<file path="src/hdl/infix_to_postfix_converter_assert.svh">
// ----------------------------------------------------------------------------
// infix_to_postfix_converter_assert.svh
// assertion macros used by the converter datapath
// ----------------------------------------------------------------------------
`ifndef INFIX_TO_POSTFIX_CONVERTER_ASSERT_SVH
`define INFIX_TO_POSTFIX_CONVERTER_ASSERT_SVH

// same-cycle implication
`define ITP_ASSERT_IMPLIES(label, clk, rst_n, ante, cons, msg) \
  label: assert property (@(posedge clk) disable iff (!rst_n) (ante) |-> (cons)) \
    else $error(msg);

// next-cycle implication
`define ITP_ASSERT_NEXT(label, clk, rst_n, ante, cons, msg) \
  label: assert property (@(posedge clk) disable iff (!rst_n) (ante) |=> (cons)) \
    else $error(msg);

`endif

</file>
<file path="src/hdl/itp_pkg.sv">
// ----------------------------------------------------------------------------
// itp_pkg
// types, character codes and operator tables of the infix to postfix converter
// ----------------------------------------------------------------------------
package itp_pkg;

  localparam int CHAR_W = 8;
  localparam int OPC_W  = 3;
  localparam int STS_W  = 2;
  localparam int PRIO_W = 3;

  typedef logic [CHAR_W-1:0] char_t;
  typedef logic [OPC_W-1:0]  opcode_t;
  typedef logic [STS_W-1:0]  status_t;
  typedef logic [PRIO_W-1:0] prio_t;

  // stacked operator codes
  localparam opcode_t OPC_OPEN   = 3'd0;
  localparam opcode_t OPC_ASSIGN = 3'd1;
  localparam opcode_t OPC_ADD    = 3'd2;
  localparam opcode_t OPC_SUB    = 3'd3;
  localparam opcode_t OPC_MUL    = 3'd4;
  localparam opcode_t OPC_DIV    = 3'd5;

  localparam char_t CH_OPEN    = 8'h28;
  localparam char_t CH_CLOSE   = 8'h29;
  localparam char_t CH_ASSIGN  = 8'h3d;
  localparam char_t CH_ADD     = 8'h2b;
  localparam char_t CH_SUB     = 8'h2d;
  localparam char_t CH_MUL     = 8'h2a;
  localparam char_t CH_DIV     = 8'h2f;
  localparam char_t CH_SPACE   = 8'h20;
  localparam char_t CH_NEWLINE = 8'h0a;
  localparam char_t CH_NUL     = 8'h00;

  localparam status_t STS_OK        = 2'd0;
  localparam status_t STS_OVERFLOW  = 2'd1;
  localparam status_t STS_UNMATCHED = 2'd2;

  typedef enum logic [2:0] {
    KIND_OPERAND,
    KIND_OPEN,
    KIND_CLOSE,
    KIND_OPER,
    KIND_END
  } kind_e;

  typedef enum logic [2:0] {
    SEL_CHAR,
    SEL_SPACE,
    SEL_NEWLINE,
    SEL_TOP,
    SEL_OVERFLOW,
    SEL_UNMATCHED
  } emit_sel_e;

  typedef enum logic [2:0] {
    S_IDLE,
    S_EVAL,
    S_POP,
    S_CLOSE,
    S_OPER
  } state_e;

  typedef struct packed {
    logic      accept;
    logic      rd_top;
    logic      rd_below;
    logic      push;
    logic      pop;
    logic      emit;
    emit_sel_e emit_sel;
    logic      flush;
  } ctrl_cmd_t;

  typedef struct packed {
    kind_e kind;
    logic  empty;
    logic  full;
    logic  top_open;
    logic  top_ge;
    logic  pend_valid;
    logic  out_free;
  } dp_status_t;

  function automatic char_t opcode_char(opcode_t code);
    char_t ch;
    case (code)
      OPC_OPEN:   ch = CH_OPEN;
      OPC_ASSIGN: ch = CH_ASSIGN;
      OPC_ADD:    ch = CH_ADD;
      OPC_SUB:    ch = CH_SUB;
      OPC_MUL:    ch = CH_MUL;
      OPC_DIV:    ch = CH_DIV;
      default:    ch = CH_NUL;
    endcase
    return ch;
  endfunction

  function automatic prio_t opcode_prio(opcode_t code);
    prio_t pr;
    case (code) inside
      OPC_OPEN:         pr = 3'd1;
      OPC_ASSIGN:       pr = 3'd3;
      OPC_ADD, OPC_SUB: pr = 3'd4;
      OPC_MUL, OPC_DIV: pr = 3'd5;
      default:          pr = 3'd0;
    endcase
    return pr;
  endfunction

endpackage

</file>
<file path="src/hdl/itp_in_if.sv">
// ----------------------------------------------------------------------------
// itp_in_if
// input channel: one infix character or end mark per beat
// ----------------------------------------------------------------------------
interface itp_in_if;

  logic                valid;
  logic                ready;
  logic                func;
  itp_pkg::char_t      in_char;

  modport source (output valid, output func, output in_char, input ready);
  modport sink   (input valid, input func, input in_char, output ready);

endinterface

</file>
<file path="src/hdl/itp_out_if.sv">
// ----------------------------------------------------------------------------
// itp_out_if
// output channel: one postfix character with last and status per beat
// ----------------------------------------------------------------------------
interface itp_out_if;

  logic                valid;
  logic                ready;
  itp_pkg::char_t      out_char;
  logic                last;
  itp_pkg::status_t    status;

  modport source (output valid, output out_char, output last, output status, input ready);
  modport sink   (input valid, input out_char, input last, input status, output ready);

endinterface

</file>
<file path="src/hdl/itp_ram.sv">
// ----------------------------------------------------------------------------
// itp_ram
// generic single write port, single read port ram with registered read
// ----------------------------------------------------------------------------
module itp_ram #(
  parameter int unsigned WIDTH = 3,
  parameter int unsigned DEPTH = 16,
  localparam int unsigned AW   = (DEPTH > 1) ? $clog2(DEPTH) : 1
) (
  input  logic             clk_i,
  input  logic             we_i,
  input  logic [AW-1:0]    waddr_i,
  input  logic [WIDTH-1:0] wdata_i,
  input  logic             re_i,
  input  logic [AW-1:0]    raddr_i,
  output logic [WIDTH-1:0] rdata_o
);

  logic [WIDTH-1:0] mem_q [DEPTH];
  logic [WIDTH-1:0] rdata_q;

  always_ff @(posedge clk_i) begin
    if (we_i) begin
      mem_q[waddr_i] <= wdata_i;
    end
    if (re_i) begin
      rdata_q <= mem_q[raddr_i];
    end
  end

  assign rdata_o = rdata_q;

endmodule

</file>
<file path="src/hdl/itp_ctrl.sv">
// ----------------------------------------------------------------------------
// itp_ctrl
// sequencer of the converter: decides pushes, pops and emitted beats
// ----------------------------------------------------------------------------
module itp_ctrl (
  input  logic                clk_i,
  input  logic                rst_ni,
  input  logic                in_valid_i,
  output logic                in_ready_o,
  input  itp_pkg::dp_status_t status_i,
  output itp_pkg::ctrl_cmd_t  cmd_o
);

  import itp_pkg::*;

  state_e state_q, state_d;
  logic   can_emit;

  always_ff @(posedge clk_i or negedge rst_ni) begin
    if (!rst_ni) begin
      state_q <= S_IDLE;
    end else begin
      state_q <= state_d;
    end
  end

  always_comb begin
    cmd_o      = '0;
    state_d    = state_q;
    in_ready_o = 1'b0;
    can_emit   = !status_i.pend_valid || status_i.out_free;

    case (state_q)
      S_IDLE: begin
        // last beat of the previous item leaves the holding register
        cmd_o.flush = status_i.pend_valid && status_i.out_free;
        in_ready_o  = can_emit;
        if (in_valid_i && can_emit) begin
          cmd_o.accept = 1'b1;
          cmd_o.rd_top = 1'b1;
          state_d      = S_EVAL;
        end
      end

      S_EVAL: begin
        if (can_emit) begin
          case (status_i.kind)
            KIND_OPERAND: begin
              cmd_o.emit     = 1'b1;
              cmd_o.emit_sel = SEL_CHAR;
              state_d        = S_IDLE;
            end
            KIND_OPEN: begin
              if (status_i.full) begin
                cmd_o.emit     = 1'b1;
                cmd_o.emit_sel = SEL_OVERFLOW;
              end else begin
                cmd_o.push = 1'b1;
              end
              state_d = S_IDLE;
            end
            KIND_CLOSE: begin
              cmd_o.emit     = 1'b1;
              cmd_o.emit_sel = SEL_SPACE;
              state_d        = S_CLOSE;
            end
            KIND_OPER: begin
              cmd_o.emit     = 1'b1;
              cmd_o.emit_sel = SEL_SPACE;
              state_d        = S_OPER;
            end
            KIND_END: begin
              cmd_o.emit = 1'b1;
              if (status_i.empty) begin
                cmd_o.emit_sel = SEL_NEWLINE;
                state_d        = S_IDLE;
              end else begin
                cmd_o.emit_sel = SEL_SPACE;
                state_d        = S_POP;
              end
            end
            default: state_d = S_IDLE;
          endcase
        end
      end

      S_POP: begin
        if (can_emit) begin
          cmd_o.emit     = 1'b1;
          cmd_o.emit_sel = SEL_TOP;
          cmd_o.pop      = 1'b1;
          cmd_o.rd_below = 1'b1;
          state_d        = S_EVAL;
        end
      end

      S_CLOSE: begin
        if (status_i.empty) begin
          if (can_emit) begin
            cmd_o.emit     = 1'b1;
            cmd_o.emit_sel = SEL_UNMATCHED;
            state_d        = S_IDLE;
          end
        end else if (status_i.top_open) begin
          cmd_o.pop = 1'b1;
          state_d   = S_IDLE;
        end else if (can_emit) begin
          cmd_o.emit     = 1'b1;
          cmd_o.emit_sel = SEL_TOP;
          cmd_o.pop      = 1'b1;
          cmd_o.rd_below = 1'b1;
        end
      end

      S_OPER: begin
        if (!status_i.empty && status_i.top_ge) begin
          if (can_emit) begin
            cmd_o.emit     = 1'b1;
            cmd_o.emit_sel = SEL_TOP;
            cmd_o.pop      = 1'b1;
            cmd_o.rd_below = 1'b1;
          end
        end else if (status_i.full) begin
          if (can_emit) begin
            cmd_o.emit     = 1'b1;
            cmd_o.emit_sel = SEL_OVERFLOW;
            state_d        = S_IDLE;
          end
        end else begin
          cmd_o.push = 1'b1;
          state_d    = S_IDLE;
        end
      end

      default: state_d = S_IDLE;
    endcase
  end

endmodule

</file>
<file path="src/hdl/itp_dp.sv">
// ----------------------------------------------------------------------------
// itp_dp
// datapath: item register, operator stack, holding register, output register
// ----------------------------------------------------------------------------
`include "infix_to_postfix_converter_assert.svh"

module itp_dp #(
  parameter int unsigned STACK_DEPTH = 16
) (
  input  logic                clk_i,
  input  logic                rst_ni,
  input  itp_pkg::ctrl_cmd_t  cmd_i,
  output itp_pkg::dp_status_t status_o,
  input  logic                in_func_i,
  input  itp_pkg::char_t      in_char_i,
  input  logic                out_ready_i,
  output logic                out_valid_o,
  output itp_pkg::char_t      out_char_o,
  output logic                out_last_o,
  output itp_pkg::status_t    out_status_o
);

  import itp_pkg::*;

  localparam int unsigned AW = $clog2(STACK_DEPTH);
  localparam int unsigned CW = $clog2(STACK_DEPTH + 1);
  localparam logic [CW-1:0] FULL_COUNT = CW'(STACK_DEPTH);

  logic            func_q;
  char_t           char_q;
  kind_e           kind;
  opcode_t         item_code;

  logic [CW-1:0]   count_q, count_d;
  logic [CW-1:0]   rd_count;
  opcode_t         top_code;

  logic            pend_valid_q;
  char_t           pend_char_q;
  status_t         pend_status_q;
  char_t           emit_char;
  status_t         emit_status;

  logic            out_valid_q;
  char_t           out_char_q;
  logic            out_last_q;
  status_t         out_status_q;
  logic            out_free;
  logic            out_load;

  // item register
  always_ff @(posedge clk_i) begin
    if (cmd_i.accept) begin
      func_q <= in_func_i;
      char_q <= in_char_i;
    end
  end

  always_comb begin
    kind      = KIND_OPERAND;
    item_code = OPC_OPEN;
    if (func_q) begin
      kind = KIND_END;
    end else begin
      case (char_q)
        CH_OPEN:   kind = KIND_OPEN;
        CH_CLOSE:  kind = KIND_CLOSE;
        CH_ASSIGN: begin
          kind      = KIND_OPER;
          item_code = OPC_ASSIGN;
        end
        CH_ADD: begin
          kind      = KIND_OPER;
          item_code = OPC_ADD;
        end
        CH_SUB: begin
          kind      = KIND_OPER;
          item_code = OPC_SUB;
        end
        CH_MUL: begin
          kind      = KIND_OPER;
          item_code = OPC_MUL;
        end
        CH_DIV: begin
          kind      = KIND_OPER;
          item_code = OPC_DIV;
        end
        default: kind = KIND_OPERAND;
      endcase
    end
  end

  // operator stack
  always_comb begin
    count_d = count_q;
    if (cmd_i.push) begin
      count_d = count_q + 1'b1;
    end else if (cmd_i.pop) begin
      count_d = count_q - 1'b1;
    end
  end

  always_ff @(posedge clk_i or negedge rst_ni) begin
    if (!rst_ni) begin
      count_q <= '0;
    end else begin
      count_q <= count_d;
    end
  end

  // top lives at count-1, the one below at count-2
  assign rd_count = cmd_i.rd_below ? (count_q - CW'(2)) : (count_q - CW'(1));

  itp_ram #(
    .WIDTH (OPC_W),
    .DEPTH (STACK_DEPTH)
  ) u_stack (
    .clk_i   (clk_i),
    .we_i    (cmd_i.push),
    .waddr_i (count_q[AW-1:0]),
    .wdata_i (item_code),
    .re_i    (cmd_i.rd_top || cmd_i.rd_below),
    .raddr_i (rd_count[AW-1:0]),
    .rdata_o (top_code)
  );

  // beat selection
  always_comb begin
    case (cmd_i.emit_sel)
      SEL_CHAR: begin
        emit_char   = char_q;
        emit_status = STS_OK;
      end
      SEL_SPACE: begin
        emit_char   = CH_SPACE;
        emit_status = STS_OK;
      end
      SEL_NEWLINE: begin
        emit_char   = CH_NEWLINE;
        emit_status = STS_OK;
      end
      SEL_TOP: begin
        emit_char   = opcode_char(top_code);
        emit_status = STS_OK;
      end
      SEL_OVERFLOW: begin
        emit_char   = CH_NUL;
        emit_status = STS_OVERFLOW;
      end
      SEL_UNMATCHED: begin
        emit_char   = CH_NUL;
        emit_status = STS_UNMATCHED;
      end
      default: begin
        emit_char   = CH_NUL;
        emit_status = STS_OK;
      end
    endcase
  end

  // holding register: a beat waits here until it is known whether it is last
  always_ff @(posedge clk_i or negedge rst_ni) begin
    if (!rst_ni) begin
      pend_valid_q <= 1'b0;
    end else if (cmd_i.emit) begin
      pend_valid_q <= 1'b1;
    end else if (cmd_i.flush) begin
      pend_valid_q <= 1'b0;
    end
  end

  always_ff @(posedge clk_i) begin
    if (cmd_i.emit) begin
      pend_char_q   <= emit_char;
      pend_status_q <= emit_status;
    end
  end

  // output register
  assign out_free = !out_valid_q || out_ready_i;
  assign out_load = (cmd_i.emit && pend_valid_q) || cmd_i.flush;

  always_ff @(posedge clk_i or negedge rst_ni) begin
    if (!rst_ni) begin
      out_valid_q <= 1'b0;
    end else if (out_load) begin
      out_valid_q <= 1'b1;
    end else if (out_ready_i) begin
      out_valid_q <= 1'b0;
    end
  end

  always_ff @(posedge clk_i) begin
    if (out_load) begin
      out_char_q   <= pend_char_q;
      out_status_q <= pend_status_q;
      out_last_q   <= cmd_i.flush;
    end
  end

  assign out_valid_o  = out_valid_q;
  assign out_char_o   = out_char_q;
  assign out_last_o   = out_last_q;
  assign out_status_o = out_status_q;

  assign status_o.kind       = kind;
  assign status_o.empty      = (count_q == '0);
  assign status_o.full       = (count_q == FULL_COUNT);
  assign status_o.top_open   = (top_code == OPC_OPEN);
  assign status_o.top_ge     = (opcode_prio(top_code) >= opcode_prio(item_code));
  assign status_o.pend_valid = pend_valid_q;
  assign status_o.out_free   = out_free;

  `ITP_ASSERT_IMPLIES(a_pop_nonempty, clk_i, rst_ni, cmd_i.pop, count_q != '0, "pop on empty stack")
  `ITP_ASSERT_IMPLIES(a_push_not_full, clk_i, rst_ni, cmd_i.push, count_q != FULL_COUNT, "push on full stack")
  `ITP_ASSERT_IMPLIES(a_no_beat_overwrite, clk_i, rst_ni, out_load, out_free, "output beat overwritten")
  `ITP_ASSERT_NEXT(a_pop_count, clk_i, rst_ni, cmd_i.pop, count_q == $past(count_q) - 1'b1, "pop count slip")

endmodule

</file>
<file path="src/hdl/infix_to_postfix_converter.sv">
// ----------------------------------------------------------------------------
// infix_to_postfix_converter
// shunting-yard conversion of an infix character stream into postfix beats
// ----------------------------------------------------------------------------
// item_i carries one infix character per beat (func 0) or an end mark (func 1).
// result_o carries postfix characters; last marks the final beat of an item,
// status flags a dropped push on a full stack or an unmatched ')'.
// an operand's beat enters the holding register when the item is evaluated;
// each stack pop, and the push or dropped push that ends an operator, is a
// step of its own, and an end mark takes an evaluation and a pop per entry.
// the top entry comes from the registered read of the stack ram: it is
// fetched in the accept cycle and evaluated in the next.
// a beat is held back one step until the next beat or the item's end is known,
// so last is exact; it moves to the output register in the next idle cycle,
// which also accepts the next item.
// reset empties the stack and drops any beat in flight; stack contents need
// no clearing. when result_o stalls, the sequencer holds any step that emits a beat and item_i
// stays not ready until the held beat can move on.
// ----------------------------------------------------------------------------
module infix_to_postfix_converter #(
  parameter int unsigned STACK_DEPTH = 16
) (
  input  logic      clk_i,
  input  logic      rst_ni,
  itp_in_if.sink    item_i,
  itp_out_if.source result_o
);

  import itp_pkg::*;

  ctrl_cmd_t  cmd;
  dp_status_t status;

  itp_ctrl u_ctrl (
    .clk_i      (clk_i),
    .rst_ni     (rst_ni),
    .in_valid_i (item_i.valid),
    .in_ready_o (item_i.ready),
    .status_i   (status),
    .cmd_o      (cmd)
  );

  itp_dp #(
    .STACK_DEPTH (STACK_DEPTH)
  ) u_dp (
    .clk_i        (clk_i),
    .rst_ni       (rst_ni),
    .cmd_i        (cmd),
    .status_o     (status),
    .in_func_i    (item_i.func),
    .in_char_i    (item_i.in_char),
    .out_ready_i  (result_o.ready),
    .out_valid_o  (result_o.valid),
    .out_char_o   (result_o.out_char),
    .out_last_o   (result_o.last),
    .out_status_o (result_o.status)
  );

endmodule
</file>
<file path="src/flat_wrapper.sv">
// flat-port wrapper written by rule: the top's interface ports become plain ports
module infix_to_postfix_converter_flat import itp_pkg::*;
#(
  parameter int unsigned STACK_DEPTH = 16
)
  (clk_i, rst_ni, item_i_valid, item_i_func, item_i_in_char, item_i_ready, result_o_valid, result_o_out_char, result_o_last, result_o_status, result_o_ready);
  itp_in_if item_i_i ();
  itp_out_if result_o_i ();
  input  logic clk_i;
  input  logic rst_ni;
  input wire logic [$bits(item_i_i.valid)-1:0] item_i_valid;
  input wire logic [$bits(item_i_i.func)-1:0] item_i_func;
  input wire logic [$bits(item_i_i.in_char)-1:0] item_i_in_char;
  output wire logic [$bits(item_i_i.ready)-1:0] item_i_ready;
  output wire logic [$bits(result_o_i.valid)-1:0] result_o_valid;
  output wire logic [$bits(result_o_i.out_char)-1:0] result_o_out_char;
  output wire logic [$bits(result_o_i.last)-1:0] result_o_last;
  output wire logic [$bits(result_o_i.status)-1:0] result_o_status;
  input wire logic [$bits(result_o_i.ready)-1:0] result_o_ready;
  assign item_i_i.valid = item_i_valid;
  assign item_i_i.func = item_i_func;
  assign item_i_i.in_char = item_i_in_char;
  assign item_i_ready = item_i_i.ready;
  assign result_o_valid = result_o_i.valid;
  assign result_o_out_char = result_o_i.out_char;
  assign result_o_last = result_o_i.last;
  assign result_o_status = result_o_i.status;
  assign result_o_i.ready = result_o_ready;
  infix_to_postfix_converter #(.STACK_DEPTH(STACK_DEPTH)) u_core (.clk_i(clk_i), .rst_ni(rst_ni), .item_i(item_i_i), .result_o(result_o_i));
endmodule
</file>
<file path="config.mk">
export PLATFORM = sky130hd
export DESIGN_NAME = infix_to_postfix_converter_flat
export DESIGN_NICKNAME = d
export VERILOG_FILES = /design/src/hdl/itp_pkg.sv /design/src/hdl/itp_in_if.sv /design/src/hdl/itp_out_if.sv /design/src/hdl/itp_ram.sv /design/src/hdl/itp_ctrl.sv /design/src/hdl/itp_dp.sv /design/src/hdl/infix_to_postfix_converter.sv /design/src/flat_wrapper.sv
export VERILOG_INCLUDE_DIRS = /design/src /design/src/hdl
export SDC_FILE = /design/constraint.sdc
export NUM_CORES = 1
export LEC_CHECK = 0
export ABC_AREA = 1
export BUFFER_PORTS_ARGS = -buffer_cell sky130_fd_sc_hd__buf_2
export CAP_MARGIN = 25
export CORE_ASPECT_RATIO = 2
export CORE_MARGIN = 1.5
export CORE_UTILIZATION = 61
export CTS_CLUSTER_DIAMETER = 60
export CTS_CLUSTER_SIZE = 16
export DETAILED_ROUTE_END_ITERATION = 6
export PLACE_DENSITY = 0.78
export SYNTH_ARGS = -nofsm -noshare
export SYNTH_HDL_FRONTEND = slang
export SYNTH_SLANG_ARGS = --single-unit
</file>
<file path="constraint.sdc">
create_clock -name clk_i -period 4.2 [get_ports clk_i]
set_clock_uncertainty 0.05 [all_clocks]
set_input_delay 0.21 -clock clk_i [delete_from_list [all_inputs] [get_ports clk_i]]
set_output_delay 0.21 -clock clk_i [all_outputs]
set_load 0.01 [all_outputs]
</file>
; After elaboration in Yosys (flattened, before gate mapping)
; Memories as Yosys holds them, arrays and structs flattened. A register that Yosys moved wholly into a read port is not among the register bits.
; Index checks and enable logic that the tools add are counted.
[word_totals]
register_bits = 40
mem_bits_rw = 48
in_bits = 13
output_inout_bits = 13
word_cells = 144
mem_count = 1
[memory_table]
columns = memory, words, word_bits, rd, rd_clocked_by_memory_dff, write_ports, line_no
row1 = u_core.u_dp.u_stack.mem_q, 16, 3, 1, 1, 1, itp_ram.sv:19  ; logic [WIDTH-1:0] mem_q [DEPTH];
[classes]
n_addsub = 3
order_cmp = 1
eq_ne = 36
muxes = 65
n_reduce_logical = 27
[op_table]
columns = operator, n
row1 = "equality test 8 x 6 -> 1 bit, second input constant", 7
row2 = two-way mux 3 bit, 18
row3 = two-way mux 4 bit, 9
row4 = one-hot mux 6 bit (6 select lines), 1
row5 = one-hot mux 4 bit (4 select lines), 2
row6 = one-hot mux 8 bit (4 select lines), 1
row7 = "equality test 3 x 2 -> 1 bit, second input constant", 10
row8 = one-hot mux 3 bit (5 select lines), 2
row9 = "equality test 3 bit, second input constant", 8
row10 = two-way mux 1 bit, 19
row11 = "equality test 3 x 1 -> 1 bit, second input constant", 5
row12 = logical NOT 3 bit, 5
row13 = two-way mux 5 bit, 3
row14 = OR reduction 2 bit, 5
row15 = one-hot mux 3 bit (3 select lines), 1
row16 = two-way mux 2 bit, 4
row17 = "inequality test 2 bit, second input constant", 4
row18 = one-hot mux 1 bit (3 select lines), 2
row19 = one-hot mux 2 bit (3 select lines), 1
row20 = nonzero test 2 bit, 3
row21 = "adder 5 x 1 -> 5 bit, second input constant", 1
row22 = "equality test 5 bit, second input constant", 1
row23 = logical NOT 5 bit, 1
row24 = AND reduction 5 bit, 1
row25 = other kinds (10), 18

; Longest topological paths before layout
[depth]
word_depth = 16
mapped_depth = 21
depth_no_buf = 20

; Hierarchy
; Synthesis repeated with hierarchy kept, for this count alone.
[hier_totals]
cells_unflattened = 516
area_unflattened_um2 = 4729.5
[modules_own_cells]
columns = mod, instances, cells_per_inst, area_per_inst_um2, seq_area_each_um2
row1 = itp_ram, 1, 224, 2269.7, 1531.5
row2 = itp_dp, 1, 186, 1894.3, 1076.0
row3 = itp_ctrl, 1, 106, 565.5, 75.1

; Worst setup path before layout
; No wires, ideal clock.
[synth_path]
path_type = flip-flop to flip-flop
start = register u_core.u_dp.char_q[1]
end = register u_core.u_dp.out_char_q[0], in the netlist u_core.u_dp.out_char_o[0], enable pin
setup_time_ns = 0.321
arrival_time_ns = 3.151
required_ns = 3.829
setup_slack_ns = 0.677
stages_incl_launch_ff = 16
path_buffers = 0
synth_period_minus_slack_ns = 3.523
path_cell_list = edfxtp_1 > nor2_2 > nand4_1 > a21oi_1 > nand3_1 > ha_1 > nand3_1 > nand3_1 > nand2_1 > inv_1 > o211ai_1 > nand2_1 > inv_1 > nand3_1 > nand2_1 > nand2_1
[synth_lines]
columns = element, line_no
row1 = "start, declared", itp_dp.sv:30  ; char_t char_q;
row2 = "start signal, assigned", itp_dp.sv:55  ; char_q <= in_char_i;
row3 = "end signal, assigned", itp_dp.sv:195  ; out_char_q <= pend_char_q;
row4 = "end, declared", itp_dp.sv:45  ; char_t out_char_q;

==> results.yml <==
route:
  ant_nets: 0
  dr_total_vias: 3672
  vias_per_cell: 5.66
  wl_per_cell_um: 16.8
  route.detailed.drc: 0
  drt-total-wl_um: 10900
  dr.pass1.iters: 6
  drt_iter0_markers: 338
clock_network:
  root_buffer: "clkbuf_16"
  insertion_delay_ns: 0.35
  ctsResizeCount: 0
  clock-sinks: 91
  cts_max_level: 3
  cts_tree: "built"
  numCtsBuffers: 9
  clockBufferDepth: 2
  clk_pin_slew_ns: 0.07
worst_setup_path:
  worst_ep_required_time_ns: 4.15
  cpMaxStageDelayCell: "edfxtp_1"
  cp-start-kind: "flip-flop"
  critical_path.most_common_cell: "nand2_1"
  endpoint_kind: "flip-flop"
  critPathKind: "flip-flop to flip-flop"
  crit_chain: "inv_1, nand3_1, nor2_1, nand2_1, a21oi_1, inv_1, ha_1, a21oi_1, nand3_1, nand2_1, inv_1, o211ai_1, nand2_1, inv_1, nand3_1, buf_4, nand2_1, nand2_1"
  reg2reg_slack_ns: 0.72
  critPathTopFamily: "simple AND/OR/NAND/NOR gates"
  worstPathArrival_ns: 3.44
  path_buf_inv: 5
  slowest_delay_ns: 0.39
  path_max_fanout: 12
logic_synthesis:
  synth_cell_type_count: 39
  synth_seq_area_share_pct: 55.2
  synth_area_um2: 4860
  syn_nets: 533
  ys_seq_elements: 91
  syn-instance-count: 509
  synth_warnings: 0
  avgSynthCellArea_um2: 9.55
global_route:
  grt_overflow: 0
  grt_first_pass_wirelength_um: 17300
  antenna_found_initial: 0
  track_usage_pct: 27.8
  grt_pass1_vias: 3630
  grt_max_degree: 19
timing:
  hold_slack_ns: 0.140
  finalCriticalPeriod_ns: 3.48
  slew_viol_final: 0
  fmax_ghz: 0.287
  setup_viol: 0
  relSlewSlack_pct: 48.0
  worst_pin_slew_ns: 0.777
  hold_viol_final: 0
  final.setup.tns_ns: 0
  finalCritPeriodShare_pct: 82.9
  rsz0062_at_grt: "false"
layout:
  n_antenna_cell: 0
  drive_gt1_share_pct: 14.6
  nets: 574
  area_growth_syn_to_layout_pct: 12.8
  final_cells: 649
  ff_latch_area_um2: 2680
  multi_input_area_um2: 1770
  fill_cells: 575
power_and_ir_drop:
  power_frac_comb_pct: 44.4
  power.leakage_nw: 2.41
  vdd_drop_max_uv: 595
  internal_power_mw: 2.32
  power_frac_seq_pct: 34.6
  power.density_nw_per_um2: 748
  p_clk_share_pct: 21.0
  power.switching_mw: 1.78
  sw_frac_of_total_pct: 43.4
floorplan:
  fp.coreArea_um2: 7660
  die_h_um: 129
  die_width_um: 66.1
  dieArea_um2: 8540
  row_count: 45
  io_pins: 26
  start_util_pct: 63.5
status:
  status: "completed"
min_path:
  hold_path.class: "primary input to flip-flop"
placed_design:
  hpwl_um: 8050
  gp_congestion: 0.948
  place_inst: 623
  port_buffers: 25
flow_run:
  maxCapViolCount: 0
path summary, 6_finish.rpt:
path / to / start / cells past startpoint
worst max-delay path: u_core.u_dp.out_char_o[2] / u_core.u_dp.char_q[6] / 18
worst min-delay path: u_core.u_dp.out_valid_o / result_o_ready / 4
worst max register to register: u_core.u_dp.out_char_o[2] / u_core.u_dp.char_q[6] / 18
worst min register to register: u_core.u_dp.out_char_o[5] / u_core.u_dp.pend_char_q[5] / 0
max in group asynchronous: u_core.u_dp.count_q[0] / rst_ni / 2
min in group asynchronous: u_core.u_dp.count_q[2] / rst_ni / 2
final cells by class:
type / count / share of cell area (%)
multi-input cells: 321 / 32.3
well taps: 94 / 2.15
repair buffers: 39 / 4.72
clock inverters: 7 / 1.71
inverters: 88 / 6.07
clock buffers: 9 / 4.11
flip-flops and latches: 91 / 48.9
metrics by stage:
step                utilization, %  instance area [um2]  power (mW)  setup WS, ns
detailed placement            66.1                 5060        3.22         0.762
global route                  71.6                 5480        4.35         0.339
CTS                           71.6                 5480        4.08         0.753
global placement              66.0                 5050        3.17         0.916
finish                        71.6                 5480        4.10         0.717
floorplan                        -                 4860        2.79         0.677
logic make-up after synthesis:
kind of cell / synth area share [%]
simple gates: 28.5
compound gates: 3.63
buf+inv: 8.37
xor+xnor: 1.44
fa+ha+maj: 2.83
flops: 55.2
layout by cell type (no fill, tap or decap), types with 2 or more instances in the layout:
master	n
a21oi_1	10
buf_2	25
buf_4	3
clkbuf_16	9
dfrtp_1	10
dlygate4sd3_1	10
edfxtp_1	81
ha_1	11
inv_1	79
inv_2	7
inv_6	2
inv_8	2
nand2_1	109
nand2_2	5
nand2_4	5
nand2_8	2
nand3_1	76
nand3_2	3
nand3_4	2
nand3b_1	9
nand4_1	6
nor2_1	41
nor2_2	3
nor2_8	2
nor3_1	6
nor4_1	2
o211ai_1	2
o21ai_0	8
o21ai_2	2
xor2_1	8
per-layer routing:
layer | vias up | global-route usage (%) | wire (um)
met3 | 34 | 4.17 | 413
met2 | 134 | 52.3 | 6290
li1 | 1772 | - | -
met4 | 0 | 14.3 | 474
met5 | - | 0 | 0
met1 | 1732 | 28.5 | 3700
power by group through the flow:
stage          Combinational, mW  Clock [mW]  Sequential [mW]
3_5_place_dp                1.78           0             1.43
2_1_floorplan               1.40           0             1.39
3_3_place_gp                1.74           0             1.43
6_report                    1.82       0.859             1.42
5_1_grt                     2.02       0.897             1.44
4_1_cts                     1.80       0.861             1.42
Yosys cell counts:
cell type | number | area (um2)
nand2_1 | 109 | 409
edfxtp_1 | 81 | 2430
inv_1 | 79 | 297
nand3_1 | 76 | 380
nor2_1 | 41 | 154
ha_1 | 11 | 138
a21oi_1 | 10 | 50.1
dfrtp_1 | 10 | 250
nand3b_1 | 9 | 67.6
o21ai_0 | 8 | 40.0
xor2_1 | 8 | 70.1
inv_2 | 7 | 26.3
nand4_1 | 6 | 37.5
nor3_1 | 6 | 30.0
nand2_2 | 5 | 31.3
nand2_4 | 5 | 56.3
buf_6 | 4 | 45.0
nand3_2 | 3 | 30.0
nor2_2 | 3 | 18.8
buf_2 | 2 | 10.0
buf_4 | 2 | 15.0
nand2_8 | 2 | 40.0
nand3_4 | 2 | 35.0
nor2_8 | 2 | 40.0
nor4_1 | 2 | 12.5
o211ai_1 | 2 | 15.0
o21ai_2 | 2 | 17.5
a221oi_1 | 1 | 8.76
a31oi_1 | 1 | 6.26
a41o_1 | 1 | 10.0
clkbuf_1 | 1 | 3.75
clkinv_1 | 1 | 3.75
inv_4 | 1 | 6.26
nand4_2 | 1 | 12.5
nand4_4 | 1 | 21.3
nor3_2 | 1 | 10.0
o21ai_1 | 1 | 5.00
o21ai_4 | 1 | 16.3
o21bai_1 | 1 | 7.51
timing repair:
item / 4_1_cts / 5_1_grt
hold buffers: 10 / 0
setup buffers: 0 / 0
endpoints found under the hold margin: 19 / 0
registers in the layout (all words and copies together) (netlist names):
| name | cells |
|---|---|
| u_core.u_dp.char_q | 8 |
| u_core.u_dp.out_char_o | 8 |
| u_core.u_dp.out_valid_o | 1 |
| u_core.u_dp.func_q | 1 |
| u_core.u_dp.pend_char_q | 8 |
| u_core.u_dp.pend_status_q | 2 |
| u_core.u_dp.out_status_o | 2 |
| u_core.u_dp.pend_valid_q | 1 |
| u_core.u_ctrl.state_q | 3 |
| u_core.u_dp.u_stack.mem_q | 48 |
| u_core.u_dp.out_last_o | 1 |
| u_core.u_dp.count_q | 5 |
| u_core.u_dp.u_stack.rdata_o | 3 |
worst min-delay path, cell delays in order:
cell and delay, ns:
buf_2 0.08, nor2_1 0.06, inv_1 0.06, nand3_1 0.08
Note: power is estimated with default switching activity, not from simulation.
